## src/rtl/core/hex_string_array_encoder_top_macros.svh

```systemverilog
// Assertion macros for the hex string array encoder.
// Used by the RTL files under rtl/core; expects clk_i and rst_ni in scope.
`ifndef HEX_STRING_ARRAY_ENCODER_TOP_MACROS_SVH
`define HEX_STRING_ARRAY_ENCODER_TOP_MACROS_SVH

// property must hold at every clock edge outside reset
`define HSAE_ASSERT(name, prop, msg) \
  name: assert property (@(posedge clk_i) disable iff (!rst_ni) (prop)) \
    else $error(msg);

// same-cycle implication
`define HSAE_ASSERT_IMP(name, ante, cons, msg) \
  name: assert property (@(posedge clk_i) disable iff (!rst_ni) (ante) |-> (cons)) \
    else $error(msg);

// next-cycle implication
`define HSAE_ASSERT_NEXT(name, ante, cons, msg) \
  name: assert property (@(posedge clk_i) disable iff (!rst_ni) (ante) |=> (cons)) \
    else $error(msg);

`endif

```

## src/rtl/core/hsae_pkg.sv

```systemverilog
// Shared types, constants and helper functions of the hex string array encoder.
// No dependencies; imported by every module of the block.
`default_nettype none

package hsae_pkg;

  // operation codes of an input word
  localparam logic [1:0] OpData     = 2'd0;
  localparam logic [1:0] OpAnnounce = 2'd1;
  localparam logic [1:0] OpClose    = 2'd2;
  localparam logic [1:0] OpStart    = 2'd3;

  // command kinds passed from front to back
  localparam logic [1:0] CmdData  = 2'd0;
  localparam logic [1:0] CmdClose = 2'd1;
  localparam logic [1:0] CmdStart = 2'd2;

  // configuration register indexes
  localparam logic CfgWrapColumn  = 1'b0;
  localparam logic CfgStringLimit = 1'b1;

  localparam int unsigned QueueDepthDefault = 4;

  localparam logic [6:0]  WrapColumnReset  = 7'd70;
  localparam logic [15:0] StringLimitReset = 16'd65528;
  localparam logic [6:0]  ColumnMax        = 7'd127;
  localparam logic [31:0] CountMax         = 32'hFFFF_FFFF;
  localparam logic [6:0]  StartColumn      = 7'd8;

  localparam logic [6:0] CharLt   = 7'h3C;
  localparam logic [6:0] CharGt   = 7'h3E;
  localparam logic [6:0] CharNl   = 7'h0A;
  localparam logic [6:0] CharZero = 7'h30;

  typedef struct packed {
    logic [1:0]  operation;
    logic [7:0]  data_byte;
    logic [31:0] segment_length;
  } in_item_t;

  typedef struct packed {
    logic [6:0] out_char;
    logic       last;
  } out_item_t;

  // one queued command: what the back end has to spell out
  typedef struct packed {
    logic [1:0] kind;
    logic       lt;    // data: open a string first
    logic       nl;    // newline after the byte
    logic [7:0] data;
  } cmd_t;

  function automatic logic [6:0] hex_char(input logic [3:0] nib);
    return (nib < 4'd10) ? (7'h30 + {3'd0, nib}) : (7'h37 + {3'd0, nib});
  endfunction

  function automatic logic [6:0] open_char(input logic [2:0] idx);
    logic [6:0] c;
    case (idx)
      3'd0:    c = 7'h2F; // '/'
      3'd1:    c = 7'h73; // 's'
      3'd2:    c = 7'h66; // 'f'
      3'd3:    c = 7'h6E; // 'n'
      3'd4:    c = 7'h74; // 't'
      3'd5:    c = 7'h73; // 's'
      3'd6:    c = 7'h5B; // '['
      3'd7:    c = CharLt;
      default: c = CharLt;
    endcase
    return c;
  endfunction

  function automatic logic [6:0] col_add(input logic [6:0] col, input logic [1:0] n);
    logic [7:0] s;
    s = {1'b0, col} + {6'd0, n};
    return s[7] ? ColumnMax : s[6:0];
  endfunction

endpackage

`default_nettype wire

```

## src/rtl/core/hex_string_array_encoder_top.sv

```systemverilog
// Hex string array encoder: turns bytes into the text of a PostScript array of hex strings.
//
// Input queue side: drive in_i and raise push; the word is taken on an edge where full
// is low. Operations: data byte, segment announce, close string, start array.
// Output queue side: while empty is low, out_o holds the oldest character; raising pop
// takes it. last marks the final character caused by one input word.
// Configuration: cfg_we_i writes cfg_wdata_i into register cfg_idx_i (0 wrap column,
// 1 string limit); write only while the block is idle.
// Flow: the first character of a word passes the command queue head register, then the
// output register, before it is on out_o. The front end takes one word per cycle while
// full is low into a command queue (QueueDepth entries); the back end emits one character
// per cycle while pop keeps up, so a data byte spells out 2 to 4 characters, a close 3 to
// 4, a start 8; announces that force nothing and closes of no string emit nothing.
// A stall on pop holds the output register; the queue keeps taking words until full.
// Reset: no string open, byte count and column zero, registers at 70 and 65528,
// both queues empty.
`default_nettype none

module hex_string_array_encoder_top
  import hsae_pkg::*;
#(
  parameter int unsigned QueueDepth = QueueDepthDefault
) (
  input  wire logic        clk_i,
  input  wire logic        rst_ni,
  input  wire logic        push,
  output logic             full,
  input  wire in_item_t    in_i,
  output logic             empty,
  input  wire logic        pop,
  output out_item_t        out_o,
  input  wire logic        cfg_we_i,
  input  wire logic        cfg_idx_i,
  input  wire logic [15:0] cfg_wdata_i
);

  logic q_full, q_push, q_valid, q_pop;
  cmd_t q_cmd_in, q_cmd_out;

  hsae_front u_front (
    .clk_i       (clk_i),
    .rst_ni      (rst_ni),
    .push        (push),
    .full        (full),
    .in_i        (in_i),
    .cfg_we_i    (cfg_we_i),
    .cfg_idx_i   (cfg_idx_i),
    .cfg_wdata_i (cfg_wdata_i),
    .q_full_i    (q_full),
    .q_push_o    (q_push),
    .q_cmd_o     (q_cmd_in)
  );

  hsae_cmd_queue #(
    .Depth (QueueDepth)
  ) u_queue (
    .clk_i   (clk_i),
    .rst_ni  (rst_ni),
    .push_i  (q_push),
    .cmd_i   (q_cmd_in),
    .full_o  (q_full),
    .pop_i   (q_pop),
    .valid_o (q_valid),
    .cmd_o   (q_cmd_out)
  );

  hsae_back u_back (
    .clk_i       (clk_i),
    .rst_ni      (rst_ni),
    .cmd_valid_i (q_valid),
    .cmd_i       (q_cmd_out),
    .cmd_pop_o   (q_pop),
    .empty       (empty),
    .pop         (pop),
    .out_o       (out_o)
  );

endmodule

`default_nettype wire

```

## src/rtl/core/hsae_front.sv

```systemverilog
// Front end: takes input words, keeps string/column state, issues commands.
// Depends on hsae_pkg and the assertion macro header.
`default_nettype none
`include "hex_string_array_encoder_top_macros.svh"

module hsae_front
  import hsae_pkg::*;
(
  input  wire logic        clk_i,
  input  wire logic        rst_ni,
  input  wire logic        push,
  output logic             full,
  input  wire in_item_t    in_i,
  input  wire logic        cfg_we_i,
  input  wire logic        cfg_idx_i,
  input  wire logic [15:0] cfg_wdata_i,
  input  wire logic        q_full_i,
  output logic             q_push_o,
  output cmd_t             q_cmd_o
);

  logic [6:0]  wrap_q;
  logic [15:0] limit_q;
  logic        open_q, open_d;
  logic [31:0] bytes_q, bytes_d;
  logic [6:0]  col_q, col_d;

  logic        accept;
  logic [6:0]  col_a, col_b, col_c;
  logic [31:0] cnt_a;
  logic        nl_data, nl_close, do_close;
  logic [32:0] sum;

  assign full   = q_full_i;
  assign accept = push && !full;

  // data path: optional '<', then two digits
  assign col_a   = open_q ? col_q : col_add(col_q, 2'd1);
  assign cnt_a   = open_q ? bytes_q : '0;
  assign col_b   = col_add(col_a, 2'd2);
  assign nl_data = col_b > wrap_q;

  // close path: dummy byte into an open string, then '>'
  assign col_c    = col_add(col_q, 2'd2);
  assign nl_close = col_c > wrap_q;

  assign sum      = {1'b0, bytes_q} + {1'b0, in_i.segment_length};
  assign do_close = (in_i.operation == OpClose) ||
                    ((in_i.operation == OpAnnounce) && (sum > {17'd0, limit_q}));

  always_comb begin
    open_d   = open_q;
    bytes_d  = bytes_q;
    col_d    = col_q;
    q_push_o = 1'b0;
    q_cmd_o  = '{kind: CmdData, lt: !open_q, nl: nl_data, data: in_i.data_byte};
    if (accept) begin
      case (in_i.operation)
        OpData: begin
          q_push_o = 1'b1;
          open_d   = 1'b1;
          bytes_d  = (cnt_a == CountMax) ? cnt_a : cnt_a + 32'd1;
          col_d    = nl_data ? '0 : col_b;
        end
        OpStart: begin
          q_push_o     = 1'b1;
          q_cmd_o.kind = CmdStart;
          open_d       = 1'b1;
          bytes_d      = '0;
          col_d        = StartColumn;
        end
        default: begin
          if (do_close) begin
            open_d = 1'b0;
            if (open_q) begin
              q_push_o     = 1'b1;
              q_cmd_o.kind = CmdClose;
              q_cmd_o.nl   = nl_close;
              bytes_d      = 32'd1;
              col_d        = col_add(nl_close ? '0 : col_c, 2'd1);
            end
          end
        end
      endcase
    end
  end

  always_ff @(posedge clk_i or negedge rst_ni) begin
    if (!rst_ni) begin
      wrap_q  <= WrapColumnReset;
      limit_q <= StringLimitReset;
      open_q  <= 1'b0;
      bytes_q <= '0;
      col_q   <= '0;
    end else begin
      if (cfg_we_i && cfg_idx_i == CfgWrapColumn) begin
        wrap_q <= cfg_wdata_i[6:0];
      end
      if (cfg_we_i && cfg_idx_i == CfgStringLimit) begin
        limit_q <= cfg_wdata_i;
      end
      open_q  <= open_d;
      bytes_q <= bytes_d;
      col_q   <= col_d;
    end
  end

  `HSAE_ASSERT_NEXT(a_start_opens, accept && in_i.operation == OpStart, open_q && col_q == StartColumn && bytes_q == '0, "start did not open a string")
  `HSAE_ASSERT_IMP(a_cmd_needs_accept, q_push_o, accept, "command issued without an accepted word")

endmodule

`default_nettype wire

```

## src/rtl/core/hsae_cmd_queue.sv

```systemverilog
// Short command queue between front and back end.
// Depends on hsae_pkg and the assertion macro header.
`default_nettype none
`include "hex_string_array_encoder_top_macros.svh"

module hsae_cmd_queue
  import hsae_pkg::*;
#(
  parameter int unsigned Depth = QueueDepthDefault
) (
  input  wire logic clk_i,
  input  wire logic rst_ni,
  input  wire logic push_i,
  input  wire cmd_t cmd_i,
  output logic      full_o,
  input  wire logic pop_i,
  output logic      valid_o,
  output cmd_t      cmd_o
);

  localparam int unsigned PtrW = (Depth > 1) ? $clog2(Depth) : 1;
  localparam int unsigned CntW = $clog2(Depth + 1);

  cmd_t            mem_q [Depth];
  cmd_t            head_q;
  logic [PtrW-1:0] wr_q, rd_q, rd_d;
  logic [CntW-1:0] cnt_q;

  function automatic logic [PtrW-1:0] ptr_inc(input logic [PtrW-1:0] p);
    return (p == PtrW'(Depth - 1)) ? '0 : p + 1'b1;
  endfunction

  assign full_o  = cnt_q == CntW'(Depth);
  assign valid_o = cnt_q != '0;
  assign rd_d    = pop_i ? ptr_inc(rd_q) : rd_q;
  assign cmd_o   = head_q;

  always_ff @(posedge clk_i) begin
    if (push_i) begin
      mem_q[wr_q] <= cmd_i;
    end
    // head after this edge; a word pushed into an emptying queue bypasses the array
    head_q <= (push_i && wr_q == rd_d) ? cmd_i : mem_q[rd_d];
  end

  always_ff @(posedge clk_i or negedge rst_ni) begin
    if (!rst_ni) begin
      wr_q  <= '0;
      rd_q  <= '0;
      cnt_q <= '0;
    end else begin
      if (push_i) begin
        wr_q <= ptr_inc(wr_q);
      end
      rd_q <= rd_d;
      if (push_i && !pop_i) begin
        cnt_q <= cnt_q + 1'b1;
      end else if (pop_i && !push_i) begin
        cnt_q <= cnt_q - 1'b1;
      end
    end
  end

  `HSAE_ASSERT(a_cnt_range, cnt_q <= CntW'(Depth), "queue count beyond depth")
  `HSAE_ASSERT_IMP(a_no_underflow, pop_i, cnt_q != '0, "pop from empty command queue")
  `HSAE_ASSERT_IMP(a_no_overflow, push_i && !pop_i, cnt_q != CntW'(Depth), "push into full queue")

endmodule

`default_nettype wire

```

## src/rtl/core/hsae_back.sv

```systemverilog
// Back end: spells commands into the output register, one char per cycle unless pop stalls.
// Depends on hsae_pkg and the assertion macro header.
`default_nettype none
`include "hex_string_array_encoder_top_macros.svh"

module hsae_back
  import hsae_pkg::*;
(
  input  wire logic clk_i,
  input  wire logic rst_ni,
  input  wire logic cmd_valid_i,
  input  wire cmd_t cmd_i,
  output logic      cmd_pop_o,
  output logic      empty,
  input  wire logic pop,
  output out_item_t out_o
);

  logic [2:0] idx_q;
  logic       out_valid_q;
  out_item_t  out_q;

  logic       adv;
  logic [1:0] pos;
  logic [6:0] chr;
  logic       is_last;

  assign adv = cmd_valid_i && (!out_valid_q || pop);

  // character at the current step of the head command
  always_comb begin
    pos     = idx_q[1:0];
    chr     = CharZero;
    is_last = 1'b1;
    case (cmd_i.kind)
      CmdData: begin
        pos = cmd_i.lt ? idx_q[1:0] : idx_q[1:0] + 2'd1;
        case (pos)
          2'd0:    chr = CharLt;
          2'd1:    chr = hex_char(cmd_i.data[7:4]);
          2'd2:    chr = hex_char(cmd_i.data[3:0]);
          default: chr = CharNl;
        endcase
        is_last = pos == (cmd_i.nl ? 2'd3 : 2'd2);
      end
      CmdClose: begin
        case (pos)
          2'd0, 2'd1: chr = CharZero;
          2'd2:       chr = cmd_i.nl ? CharNl : CharGt;
          default:    chr = CharGt;
        endcase
        is_last = pos == (cmd_i.nl ? 2'd3 : 2'd2);
      end
      CmdStart: begin
        chr     = open_char(idx_q);
        is_last = idx_q == 3'd7;
      end
      default: begin
        chr     = CharZero;
        is_last = 1'b1;
      end
    endcase
  end

  assign cmd_pop_o = adv && is_last;
  assign empty     = !out_valid_q;
  assign out_o     = out_q;

  always_ff @(posedge clk_i) begin
    if (adv) begin
      out_q <= '{out_char: chr, last: is_last};
    end
  end

  always_ff @(posedge clk_i or negedge rst_ni) begin
    if (!rst_ni) begin
      idx_q       <= '0;
      out_valid_q <= 1'b0;
    end else begin
      if (adv) begin
        idx_q <= is_last ? '0 : idx_q + 3'd1;
      end
      if (adv) begin
        out_valid_q <= 1'b1;
      end else if (pop) begin
        out_valid_q <= 1'b0;
      end
    end
  end

  `HSAE_ASSERT_IMP(a_idx_needs_cmd, idx_q != '0, cmd_valid_i, "mid-command with no command queued")
  `HSAE_ASSERT_NEXT(a_adv_fills, adv, out_valid_q, "output register not loaded")

endmodule

`default_nettype wire

```

## config.mk

```make
export PLATFORM = sky130hd
export DESIGN_NAME = hex_string_array_encoder_top
export DESIGN_NICKNAME = d
export VERILOG_FILES = /design/src/rtl/core/hsae_pkg.sv /design/src/rtl/core/hex_string_array_encoder_top.sv /design/src/rtl/core/hsae_front.sv /design/src/rtl/core/hsae_cmd_queue.sv /design/src/rtl/core/hsae_back.sv
export VERILOG_INCLUDE_DIRS = /design/src /design/src/rtl/core
export SDC_FILE = /design/constraint.sdc
export NUM_CORES = 1
export LEC_CHECK = 0
export ABC_AREA = 1
export BUFFER_PORTS_ARGS = -buffer_cell sky130_fd_sc_hd__buf_2
export CORE_ASPECT_RATIO = 0.6
export CORE_MARGIN = 4
export CORE_UTILIZATION = 45
export CTS_BUF_LIST = sky130_fd_sc_hd__clkbuf_4
export CTS_CLUSTER_SIZE = 12
export DETAILED_ROUTE_END_ITERATION = 7
export GPL_TIMING_DRIVEN = 0
export PLACE_DENSITY = 0.74
export SLEW_MARGIN = 40
export SYNTH_ARGS = -nofsm -noshare
export SYNTH_HDL_FRONTEND = slang
export SYNTH_SLANG_ARGS = --single-unit
export TNS_END_PERCENT = 30
```

## constraint.sdc

```tcl
create_clock -name clk_i -period 3.95 [get_ports clk_i]
set_input_delay 0.395 -clock clk_i [delete_from_list [all_inputs] [get_ports clk_i]]
set_output_delay 0.395 -clock clk_i [all_outputs]
set_load 0.03 [all_outputs]
```

* After elaboration in Yosys (flattened, before gate mapping) *
Memory sizes are Yosys's and may differ from the RTL's. A register that Yosys moved wholly into a read port is not among the register bits.
Index checks and enable logic that the tools add are counted.

operators by class
  $add $sub $neg = 16
  order comparisons = 5
  equality and inequality tests = 16
  muxes and demuxes = 48
  bitwise gates (word level) = 1
  reductions and logical operators = 29

operator list
  kind                                                             count
  32-bit 2-to-1 mux                                                4
  7-bit 2-to-1 mux                                                 11
  32-bit one-hot mux with 2 select lines                           1
  7-bit one-hot mux with 3 select lines                            2
  32-bit by 32-bit adder with 33-bit output                        1
  33-bit by 16-bit greater-than comparator with 1-bit output       1
  32-bit by 1-bit adder with 32-bit output, second input constant  1
  32-bit == test, second input constant                            1
  6-bit by 4-bit adder with 7-bit output, first input constant     4
  7-bit one-hot mux with 2 select lines                            2
  7-bit by 1-bit adder with 8-bit output, second input constant    2
  7-bit by 2-bit adder with 8-bit output, second input constant    2
  1-bit 2-to-1 mux                                                 16
  2-bit == test, second input constant                             7
  7-bit greater-than comparator                                    2
  2-bit 2-to-1 mux                                                 6
  3-bit 2-to-1 mux                                                 3
  3-bit nonzero test                                               3
  2-bit by 1-bit == test with 1-bit output, second input constant  4
  1-bit logical AND                                                8
  2-bit zero test                                                  4
  4-bit less-than comparator, second input constant                2
  2-bit by 1-bit adder with 2-bit output, second input constant    3
  3-bit by 1-bit adder with 3-bit output, second input constant    2
  other kinds (13)                                                 23

word-level totals
  register bits after elaboration = 82
  bits in writable memories = 48
  memory bits (read-only) = 56
  input port bits = 64
  output and inout port bits = 10
  word-level logic and storage cells = 129
  memories kept = 2

memory list
  memory           words  bits a word  read ports  clocked after memory_dff  wr ports  RTL line              RTL
  (no name shown)  8      7            1           0                         0         hsae_pkg.sv:60        case (idx)
  u_queue.mem_q    4      12           1           1                         1         hsae_cmd_queue.sv:24  cmd_t mem_q [Depth];

* Logic depth before layout (Yosys ltp) *
Gate-level depths: netlist (run 1).

  word-level depth = 11
  mapped depth = 35
  depth with buffers taken out = 34

* By module *
A second synthesis (run 1) with hierarchy kept.

second synthesis, totals
  cells, all modules = 1,653
  area total of the unflattened synthesis = 11,172.0 um^2

by module, submodules not included
  module          times used  cells an instance  area each (um^2)  sequential area each (um^2)
  hsae_front      1           1,306              7,682.4           1,596.5
  hsae_cmd_queue  1           191                2,462.4           1,656.6
  hsae_back       1           156                1,027.2           340.3

* Worst setup path after synthesis (run 1) *
OpenSTA, ideal clock, no wires.

  kind = input -> register
  start = in in_i[0] (netlist name)
  end = reg u_queue.cnt_q[1]
  setup time = 125 ps
  data arrival time = 4,045 ps
  required time = 3,825 ps
  path slack = -220 ps
  stages = 32
  buffers on the path = 1
  path through = ha_1 -> inv_1 -> fa_1 -> inv_1 -> nand3_1 -> nand3_1 -> nand2_1 -> nand2_1 -> xor2_1 -> ha_1 -> a21o_1 -> nor2_1 -> nand3_1 -> nand2_1 -> nand2_1 -> nand2_1 -> nand2_1 -> nand2_1 -> nand2_1 -> nand2_1 -> nand2_1 -> inv_1 -> nand3_1 -> nand2_2 -> nand3_4 -> nand3_4 -> buf_6 -> inv_1 -> ha_1 -> inv_1 -> fa_1 -> mux2_2

on the way
  word-level cells in the longest chain between the ends = 10
  elaborated cells on any way between the ends = 12
  those cells by class = add/sub (1); order compare (1); mux (4); reduce/logical (6)

ends and longest elaborated chain
  what                                                            RTL line                            RTL
  from (decl)                                                     hex_string_array_encoder_top.sv:28  input wire in_item_t in_i,
  32-bit by 32-bit adder with 33-bit output (*)                   hsae_front.sv:47                    assign sum = {1'b0, bytes_q} + {1'b0, in_i.segment_length};
  33-bit by 16-bit greater-than comparator with 1-bit output (*)  hsae_front.sv:49                    ((in_i.operation == OpAnnounce) && (sum > {17'd0, limit_q}));
  1-bit logical AND (*)                                           hsae_front.sv:49
  1-bit logical OR (*)                                            hsae_front.sv:48                    assign do_close = (in_i.operation == OpClose) ||
  1-bit 2-to-1 mux (*)                                            hsae_front.sv:73                    if (do_close) begin
  1-bit 2-to-1 mux (*)                                            hsae_front.sv:58                    case (in_i.operation)
  1-bit 2-to-1 mux (*)                                            hsae_front.sv:57                    if (accept) begin
  via q_push                                                      hex_string_array_encoder_top.sv:37  logic q_full, q_push, q_valid, q_pop;
  1-bit zero test                                                 hsae_cmd_queue.sv:58                end else if (pop_i && !push_i) begin
  1-bit logical AND                                               hsae_cmd_queue.sv:58
  2-bit nonzero test (no source line)                             --
  to (signal assigned)                                            hsae_cmd_queue.sv:57                cnt_q <= cnt_q + 1'b1;
  to (signal assigned)                                            hsae_cmd_queue.sv:59                cnt_q <= cnt_q - 1'b1;
  to (decl)                                                       hsae_cmd_queue.sv:27                logic [CntW-1:0] cnt_q;

Mark *: on every way through the listed nets, which the timed path passes. The rest lies on a longest branch.
A chain may end at the register's enable or synchronous reset.

* Worst setup path after layout (run 1) *
  start = reg u_front.bytes_q[6]
  end = reg u_queue.cnt_q[1]

on the way
  word-level cells in the longest chain between the ends = 10
  elaborated cells on any way between the ends = 12
  those cells by class = add/sub (1); order compare (1); mux (4); reduce/logical (6)

ends and longest elaborated chain
  what                                                            RTL line                            RTL
  from (decl)                                                     hsae_front.sv:25                    logic [31:0] bytes_q, bytes_d;
  from (signal assigned)                                          hsae_front.sv:103                   bytes_q <= bytes_d;
  32-bit by 32-bit adder with 33-bit output (*)                   hsae_front.sv:47
  33-bit by 16-bit greater-than comparator with 1-bit output (*)  hsae_front.sv:49
  1-bit logical AND (*)                                           hsae_front.sv:49
  1-bit logical OR (*)                                            hsae_front.sv:48
  1-bit 2-to-1 mux (*)                                            hsae_front.sv:73
  1-bit 2-to-1 mux (*)                                            hsae_front.sv:58
  1-bit 2-to-1 mux (*)                                            hsae_front.sv:57
  via q_push                                                      hex_string_array_encoder_top.sv:37
  1-bit zero test                                                 hsae_cmd_queue.sv:58
  1-bit logical AND                                               hsae_cmd_queue.sv:58
  2-bit nonzero test (no source line)                             --

Marked as above.

==> results of run 1 <==
## kinds of logic (layout without fill, tap and decap cells)
logic type                 Yosys count  after routing  share of synthesized area [%]
muxes                                1              1                          0.103
DFF                                132            132                           32.9
AOI/OAI and AO/OA                  177            177                           9.30
xor gates and xnor gates            48             48                           3.85
and+or+nand+nor                    884            884                           33.7
adders and majority gates           90             90                           10.5
buffers and inverters              265            409                           9.68
## routing by layer
metal,up-vias,global-route usage (%),share of wire (%)
li1,5434,-,-
met1,5092,39.0,49
met2,547,31.0,37
met3,43,9.04,13
met4,0,3.83,1.2
met5,-,0,0
## area by class of cell
class | count | area [um^2] | share of cell area (%)
plain buffers | 32 | 194 | 1.50
clock buffers | 19 | 143 | 1.10
clock inverters | 13 | 150 | 1.16
inverters | 232 | 882 | 6.82
multi-input cells | 1200 | 6830 | 52.8
flip-flops and latches | 132 | 3600 | 27.8
well taps | 315 | 394 | 3.05
repair buffers | 113 | 748 | 5.78
## power by group through the flow
| stage | clock, W | combinational [W] | sequential [W] |
|---|---|---|---|
| CTS | 0.000984 | 0.00286 | 0.00191 |
| global placement | 0 | 0.00262 | 0.00194 |
| finish | 0.000960 | 0.00307 | 0.00192 |
| detailed placement | 0 | 0.00270 | 0.00194 |
| global route | 0.00105 | 0.00341 | 0.00195 |
| floorplan | 0 | 0.00190 | 0.00198 |
## path summary, 6_finish.rpt
path | startpoint | endpoint | slack (ns) | depth (start not counted)
worst max-delay path | u_front.bytes_q[6] | u_queue.cnt_q[1] | -0.45 | 32
worst min-delay path | in_i[38] | u_queue.mem_q[3][6] | 0.04 | 1
worst max register to register | u_front.bytes_q[6] | u_queue.cnt_q[1] | -0.45 | 32
worst min register to register | u_front.limit_q[11] | u_front.limit_q[11] | 0.50 | 2
max in group asynchronous | rst_ni | u_front.limit_q[10] | 3.09 | 3
min in group asynchronous | rst_ni | u_front.bytes_q[0] | 0.26 | 2
## through the flow
stage	hold slack [ns]	power (W)	worst slack, ns
CTS	0.00571	0.00576	-0.420
finish	0.0440	0.00595	-0.449
global placement	0.473	0.00456	-1.13
floorplan	0.0994	0.00388	-0.0393
global route	0.00792	0.00641	-0.665
detailed placement	0.304	0.00464	-1.15
## registers in the layout, indices dropped and copies added, names as in the netlist, named ones only
signal              count
u_queue.mem_q          48
u_front.bytes_q        32
u_front.limit_q        16
u_back.out_o            8
u_front.col_q           7
u_front.wrap_q          7
u_back.idx_q            3
u_queue.cnt_q           3
u_queue.rd_q            2
u_queue.wr_q            2
u_back.out_valid_q      1
u_front.open_q          1
## cell usage after synthesis, types with 3 or more instances
| master | n |
|---|---|
| sky130_fd_sc_hd__nand2_1 | 527 |
| sky130_fd_sc_hd__inv_1 | 225 |
| sky130_fd_sc_hd__nor2_1 | 180 |
| sky130_fd_sc_hd__ha_1 | 88 |
| sky130_fd_sc_hd__nand3_1 | 84 |
| sky130_fd_sc_hd__a21oi_1 | 72 |
| sky130_fd_sc_hd__o21ai_0 | 60 |
| sky130_fd_sc_hd__dfrtp_1 | 58 |
| sky130_fd_sc_hd__edfxtp_1 | 56 |
| sky130_fd_sc_hd__nand4_1 | 54 |
| sky130_fd_sc_hd__xor2_1 | 33 |
| sky130_fd_sc_hd__clkbuf_1 | 16 |
| sky130_fd_sc_hd__dfstp_2 | 16 |
| sky130_fd_sc_hd__xnor2_1 | 15 |
| sky130_fd_sc_hd__nor3_1 | 14 |
| sky130_fd_sc_hd__buf_2 | 7 |
| sky130_fd_sc_hd__nor4_1 | 7 |
| sky130_fd_sc_hd__o211ai_1 | 7 |
| sky130_fd_sc_hd__a32o_1 | 6 |
| sky130_fd_sc_hd__nand3b_1 | 6 |
| sky130_fd_sc_hd__buf_6 | 5 |
| sky130_fd_sc_hd__inv_2 | 5 |
| sky130_fd_sc_hd__o21bai_1 | 5 |
| sky130_fd_sc_hd__a211oi_1 | 4 |
| sky130_fd_sc_hd__a32oi_1 | 4 |
| sky130_fd_sc_hd__buf_4 | 4 |
| sky130_fd_sc_hd__o21ai_1 | 4 |
| sky130_fd_sc_hd__o22ai_1 | 3 |
## placed cells by master (no fill, tap or decap), types with 7 or more instances in the layout
cell	instances
sky130_fd_sc_hd__a21oi_1	67
sky130_fd_sc_hd__o211ai_1	7
sky130_fd_sc_hd__nor3_1	13
sky130_fd_sc_hd__buf_4	35
sky130_fd_sc_hd__dfrtp_1	52
sky130_fd_sc_hd__nor4_1	7
sky130_fd_sc_hd__xnor2_1	14
sky130_fd_sc_hd__inv_2	9
sky130_fd_sc_hd__o21ai_1	8
sky130_fd_sc_hd__nor2_2	8
sky130_fd_sc_hd__o21ai_0	56
sky130_fd_sc_hd__clkbuf_1	14
sky130_fd_sc_hd__edfxtp_1	56
sky130_fd_sc_hd__clkbuf_4	19
sky130_fd_sc_hd__dfstp_2	16
sky130_fd_sc_hd__nor2_4	7
sky130_fd_sc_hd__nand2_2	12
sky130_fd_sc_hd__xor2_1	23
sky130_fd_sc_hd__ha_1	73
sky130_fd_sc_hd__ha_4	12
sky130_fd_sc_hd__buf_2	79
sky130_fd_sc_hd__nand4_1	54
sky130_fd_sc_hd__nand2_1	511
sky130_fd_sc_hd__nand3_1	75
sky130_fd_sc_hd__inv_1	217
sky130_fd_sc_hd__nor2_1	165
## timing repair
item                                   CTS  global route
hold buffers                             2             0
resized for setup                       46            68
gates cloned                             0             1
setup buffers                           29             8
setup endpoints to repair              100           100
endpoints found under the hold margin   31             0
pin swaps                               25            34
==> impl_summary.log, run 1 <==
[metrics] required time at the worst-slack endpoint: 4.42 ns
[metrics] number of setup violations in the final report: 50
[metrics] number of hold violations in the final report: 0
[metrics] count of input and output buffers: 73
[metrics] final WL: 34,300 um
[metrics] crit path max-delay cell type: sky130_fd_sc_hd__dfrtp_2
[metrics] utilization of the core after routing: 55.2%
[metrics] Int Power: approximately 0.0032 W
[metrics] count of antenna diodes in the layout: 0
[metrics] Sequential Power Share: 32.3%
[metrics] initial core utilization: 46.5%
[metrics] violations in the final reports: negative setup slack
[metrics] Clock Path Buffers: 2
[metrics] EDFF count, synth: between 50 and 60
[metrics] Critical Path End Type: flop
[metrics] routed wire length per instance: 16.7 um
[metrics] share of flip-flops with an asynchronous set or reset: 56.1%
[metrics] fill cell instance count of the final layout: 2,297
[metrics] power per cell area: ~460 nW/um^2
[metrics] Clk network pwr share: 16.1%
[metrics] CTS tree: built
[metrics] net switching component of the power: 0.00271 W
[metrics] leading post-synthesis cells by cell area: sky130_fd_sc_hd__nand2_1 (18%), sky130_fd_sc_hd__edfxtp_1 (15%), sky130_fd_sc_hd__dfrtp_1 (13%)
[metrics] share of total power consumed by net switching: between 40% and 50%
[metrics] Total Negative Setup Slacks: -7.37 ns
[metrics] Placed Cells: 1,986
[metrics] synthesized cell area: 10,900 um^2
[metrics] ANT nets after route: 0
[metrics] max-slew violations: 0
[metrics] Clock Latency Late Sink: around 0.56 ns
[metrics] Period minus WS final: 4.40 ns
[metrics] Worst slew margin: 43.9%
[metrics] Placement Rows: 43
[metrics] post-placement cell area: 11,800 um^2
[metrics] Die Ht: 129 um
[metrics] DR DRC count: 0
[metrics] 1st-iter DRT viols: between 1,000 and 1,500
[metrics] combinational share of power: 51.6%
[metrics] Net Count, Synth: 1,751
[metrics] Final Instance Count excl. Fillers: 2,056
[metrics] Clock Root Buffer: sky130_fd_sc_hd__clkbuf_4
[metrics] family with the most delay on the worst path: simple AND/OR/NAND/NOR gates
[metrics] most common flop cell mapped by yosys: sky130_fd_sc_hd__dfrtp_1
[metrics] max cap viols: 0
[metrics] share of Yosys cell area claimed by the top area cell type: 18.1%
[metrics] Final Worst Setup Slack: -0.449 ns
[metrics] share of post-route cells with drive strength above 1: 16.3%
[metrics] Avg Vias per Cell: ~5.4
[metrics] number of library cell types mapped by synthesis: 51
[metrics] Startpoint Class: flop
[metrics] Buffers & Inverters on Critical Path: 6
[metrics] total number of yosys warnings: 0
[metrics] total core area: 23,500 um^2
[metrics] number of nets in the final layout: 1,882
[metrics] CTS clk-pin slew, worst paths: 0.14 ns
[metrics] fmax: 227 MHz
[metrics] number of top-level design ports: 74
[metrics] part of the Yosys area used for sequential elements: 32.9%
[metrics] count of vias placed by the detailed router: 11,100
[metrics] Peak supply drop: 0.266 mV
[metrics] leakage dissipation: 6.42 nW
[metrics] worst hold path class: input port to flop
[metrics] Clock Skew: 0.0249 ns
[metrics] slew at the pin closest to its max-slew limit: between 0.8 and 0.9 ns
[metrics] CTS H-tree depth: 4
[metrics] weighted congestion at the end of routability-driven global placement: between 1 and 1.5
[metrics] Die X-Extent: ~210 um
[metrics] run status: complete, but fails checks
[metrics] longest individual stage delay on the worst path: 0.47 ns
[metrics] number of instances in the synthesized netlist: 1,597
[metrics] full die area: 26,900 um^2
[metrics] post-synth top area cell: sky130_fd_sc_hd__nand2_1
[metrics] fin area: roughly 13,000 um^2
[metrics] flop and latch count out of synthesis: ~130
[metrics] first-pass GRT wire length: 52,100 um
[metrics] number of iterations in the first detailed-routing pass: 6
[metrics] GRT Residual Overflow: 0
[metrics] arrival time of data at the critical path endpoint: about 5 ns
[metrics] worst-path maximum fanout: 4
[metrics] layout-stage area growth over the synthesis result: 18.6%
[metrics] initial antenna violation count: 0
[metrics] critical path class: flop to flop
[metrics] Syn Area/Cell: a little under 7 um^2
[metrics] Final period util: 111%
[metrics] CP dominant cell by count: sky130_fd_sc_hd__nand2_1
[metrics] number of CTS-inserted buffers: 17
[metrics] pin count of the biggest net entering global routing: 45
[metrics] via count of the first global-routing pass: 9,767
[metrics] detailed-placement wirelength estimate: 26,400 um
[metrics] global router's overall resource usage: 24.4%
[metrics] RSZ-0062 raised after global routing: true
[metrics] number of sinks handled by clock tree synthesis: 132
Power figures use the tool's default switching activity.
==> run 2, diff against run 1 <==
--- a/config.mk
+++ b/config.mk
@@ -10,12 +10,13 @@
 export BUFFER_PORTS_ARGS = -buffer_cell sky130_fd_sc_hd__buf_2
 export CORE_ASPECT_RATIO = 0.6
 export CORE_MARGIN = 4
-export CORE_UTILIZATION = 45
+export CORE_UTILIZATION = 58
 export CTS_BUF_LIST = sky130_fd_sc_hd__clkbuf_4
 export CTS_CLUSTER_SIZE = 12
 export DETAILED_ROUTE_END_ITERATION = 7
+export GPL_ROUTABILITY_DRIVEN = 0
 export GPL_TIMING_DRIVEN = 0
-export PLACE_DENSITY = 0.74
+export PLACE_DENSITY = 0.89
 export SLEW_MARGIN = 40
 export SYNTH_ARGS = -nofsm -noshare
 export SYNTH_HDL_FRONTEND = slang
==> impl_summary.log, run 2 (same netlist as run 1, synthesis figures left out) <==
[metrics] number of nets in the final layout: 1,878 (-0.21%)
[metrics] global router's overall resource usage: 30.9% (+6.5 points)
[metrics] post-placement cell area: 11,700 um^2 (-0.73%)
[metrics] Clock Latency Late Sink: 0.58 ns (+0.02 ns)
[metrics] number of top-level design ports: 74 (unchanged)
[metrics] CTS H-tree depth: 4 (unchanged)
[metrics] Final Instance Count excl. Fillers: 1,977 (-3.8%)
[metrics] run status: complete, but fails checks
[metrics] Final Worst Setup Slack: -0.525 ns (-0.0763 ns)
[metrics] number of sinks handled by clock tree synthesis: 132 (unchanged)
[metrics] Clk network pwr share: 16.0% (about the same)
[metrics] Int Power: 0.00314 W (-3.1%)
[metrics] share of post-route cells with drive strength above 1: 15.3% (-0.94 points)
[metrics] initial core utilization: 59.8% (+13 points)
[metrics] first-pass GRT wire length: 51,800 um (-0.53%)
[metrics] Clock Root Buffer: sky130_fd_sc_hd__clkbuf_4
[metrics] violations in the final reports: design-rule violations, negative setup slack
[metrics] count of antenna diodes in the layout: 0 (unchanged)
[metrics] routed wire length per instance: 17.6 um (+5.6%)
[metrics] worst setup slack before clock tree synthesis: -1.11 ns (+0.0332 ns)
[metrics] number of setup violations in the final report: 70 (+40%)
[metrics] count of input and output buffers: 73 (unchanged)
[metrics] most frequent cells in the layout: sky130_fd_sc_hd__nand2_1 (510), sky130_fd_sc_hd__inv_1 (221), sky130_fd_sc_hd__nor2_1 (167)
[metrics] GRT Residual Overflow: 0 (unchanged)
[metrics] Worst slew margin: 42.3% (-1.7 points)
[metrics] Clock Skew: 0.0418 ns (+0.0169 ns)
[metrics] ANT nets after route: 0 (unchanged)
[metrics] fill cell instance count of the final layout: 1,394 (-39%)
[metrics] flip-flop count of the largest register, all copies and words added: 48 (unchanged)
[metrics] CP dominant cell by count: sky130_fd_sc_hd__nand2_1
[metrics] number of iterations in the first detailed-routing pass: 8 (+2)
[metrics] leakage dissipation: 6.36 nW (-0.93%)
[metrics] fmax: 223 MHz (-1.7%)
[metrics] Avg Vias per Cell: 5.98 (+11%)
[metrics] longest individual stage delay on the worst path: 0.46 ns (about the same)
[metrics] Period minus WS final: 4.48 ns (+0.0763 ns)
[metrics] detailed-placement wirelength estimate: 24,700 um (-6.4%)
[metrics] final WL: 34,800 um (+1.5%)
[metrics] Placement Rows: 38 (-12%)
[metrics] worst-path maximum fanout: 4 (unchanged)
[metrics] number of hold violations in the final report: 0 (unchanged)
[metrics] slew at the pin closest to its max-slew limit: 0.858 ns (+0.0203 ns)
[metrics] CTS tree: built
[metrics] combinational share of power: 51.4% (-0.2 points)
[metrics] via count of the first global-routing pass: 10,300 (+5.8%)
[metrics] Die Ht: 114 um (-11%)
[metrics] Placed Cells: 1,911 (-3.8%)
[metrics] DR DRC count: 49 (+49)
[metrics] initial antenna violation count: 1 (+1)
[metrics] net switching component of the power: 0.00275 W (+1.7%)
[metrics] Clock Path Buffers: 2 (unchanged)
[metrics] RSZ-0062 raised after global routing: true
[metrics] max-slew violations: 0 (unchanged)
[metrics] total core area: 18,300 um^2 (-22%)
[metrics] 1st-iter DRT viols: 1,951 (+66%)
[metrics] number of CTS-inserted buffers: 17 (unchanged)
[metrics] Final period util: 113% (+1.9 points)
[metrics] full die area: 21,100 um^2 (-21%)
[metrics] Peak supply drop: 0.269 mV (+0.89%)
[metrics] Sequential Power Share: 32.6% (+0.3 points)
[metrics] count of vias placed by the detailed router: 11,800 (+6.4%)
[metrics] Power Total: 0.00590 W (-0.90%)
[metrics] max cap viols: 0 (unchanged)
[metrics] share of total power consumed by net switching: 46.7% (+1.2 points)
[metrics] CTS clk-pin slew, worst paths: 0.15 ns (about the same)
[metrics] crit path max-delay cell type: sky130_fd_sc_hd__dfrtp_2
[metrics] pin count of the biggest net entering global routing: 61 (+36%)
[metrics] critical path class: flop to flop
[metrics] layout-stage area growth over the synthesis result: 16.9%
[metrics] register with the most flip-flops: u_queue.mem_q
[metrics] Die X-Extent: 185 um (-11%)
[metrics] Critical Path End Type: flop
[metrics] arrival time of data at the critical path endpoint: 4.95 ns (+0.08 ns)
[metrics] leading cell type in the layout, fill and taps excluded: sky130_fd_sc_hd__nand2_1
[metrics] required time at the worst-slack endpoint: 4.43 ns (about the same)
[metrics] worst hold path class: input port to flop
[metrics] fin area: 12,800 um^2 (-1.4%)
[metrics] Startpoint Class: flop
[metrics] top flop regs: u_queue.mem_q: 48 flops, u_front.bytes_q: 32 flops, u_front.limit_q: 16 flops
[metrics] power per cell area: 462 nW/um^2 (+0.51%)
run 2: cell count changes in the layout (fill, tap and decap cells not counted), sizes merged:
cell | before | now
clkinvlp | 4 | 2
inv | 234 | 239
clkbuf | 35 | 31
dlygate4sd3 | 2 | 7
bufinv | 2 | 1
buf | 127 | 120
run 2: metal layers:
layer | track usage [%] | routed length [um]
met5 | 0 | 59
met4 | 6.94 | 1290
met3 | 11.7 | 5610
met2 | 42.6 | 13800
met1 | 45.9 | 14100
run 2: path summary, 6_finish.rpt:
path / slack, ns / startpoint / cells past startpoint / end
worst max-delay path: -0.53 / u_front.bytes_q[0] / 33 / u_queue.cnt_q[1]
worst min-delay path: 0.04 / in_i[36] / 1 / u_queue.mem_q[1][4]
worst max register to register: -0.53 / u_front.bytes_q[0] / 33 / u_queue.cnt_q[1]
worst min register to register: 0.50 / u_front.limit_q[9] / 2 / u_front.limit_q[9]
max in group asynchronous: 3.18 / rst_ni / 3 / u_front.wrap_q[2]
min in group asynchronous: 0.19 / rst_ni / 2 / u_front.wrap_q[5]
run 2: metrics by stage:
| step | hold WS [ns] | TNS (ns) | utilization [%] |
|---|---|---|---|
| 3_3_place_gp | 0.473 | -55.04 | 63.7 |
| 6_report | 0.0446 | -10.31 | 69.9 |
| 3_5_place_dp | 0.233 | -48.94 | 63.9 |
| 2_1_floorplan | 0.0994 | -0.0673 | - |
| 4_1_cts | 0.000195 | -2.95 | 68.1 |
| 5_1_grt | 0.00135 | -27.67 | 69.9 |
run 2: final cells by class:
type / instances / area (um^2) / area share, %
inverter: 232 / 873 / 6.84
buffer: 33 / 205 / 1.61
tap: 240 / 300 / 2.35
multi-input combinational: 1200 / 6760 / 53.0
clock inverter: 15 / 158 / 1.24
timing repair buffer: 108 / 733 / 5.75
sequential: 132 / 3600 / 28.2
clock buffer: 17 / 128 / 1.00
run 2: critical path, delay by kind of cell (launching register included):
kind | cells | cell delay, ns
simple gates | 19 | 1.72
xor+xnor | 1 | 0.22
compound gates | 1 | 0.06
fa+ha+maj | 5 | 1.30
buf+inv | 6 | 0.37
flops | 1 | 0.46
mux | 1 | 0.26
run 2: power by group through the flow:
stage / sequential (W) / clock, W / combinational, W
6_report: 0.00192 / 0.000943 / 0.00303
3_3_place_gp: 0.00193 / 0 / 0.00256
4_1_cts: 0.00191 / 0.000941 / 0.00285
5_1_grt: 0.00195 / 0.00102 / 0.00335
2_1_floorplan: 0.00198 / 0 / 0.00190
3_5_place_dp: 0.00194 / 0 / 0.00269
run 2: repair_timing:
action | 4_1_cts | 5_1_grt
pin swaps | 24 | 19
endpoints found under the hold margin | 78 | 7
cloned | 0 | 0
resized for setup | 46 | 60
hold buffers | 5 | 2
setup endpoints to repair | 100 | 101
buffers inserted | 21 | 6
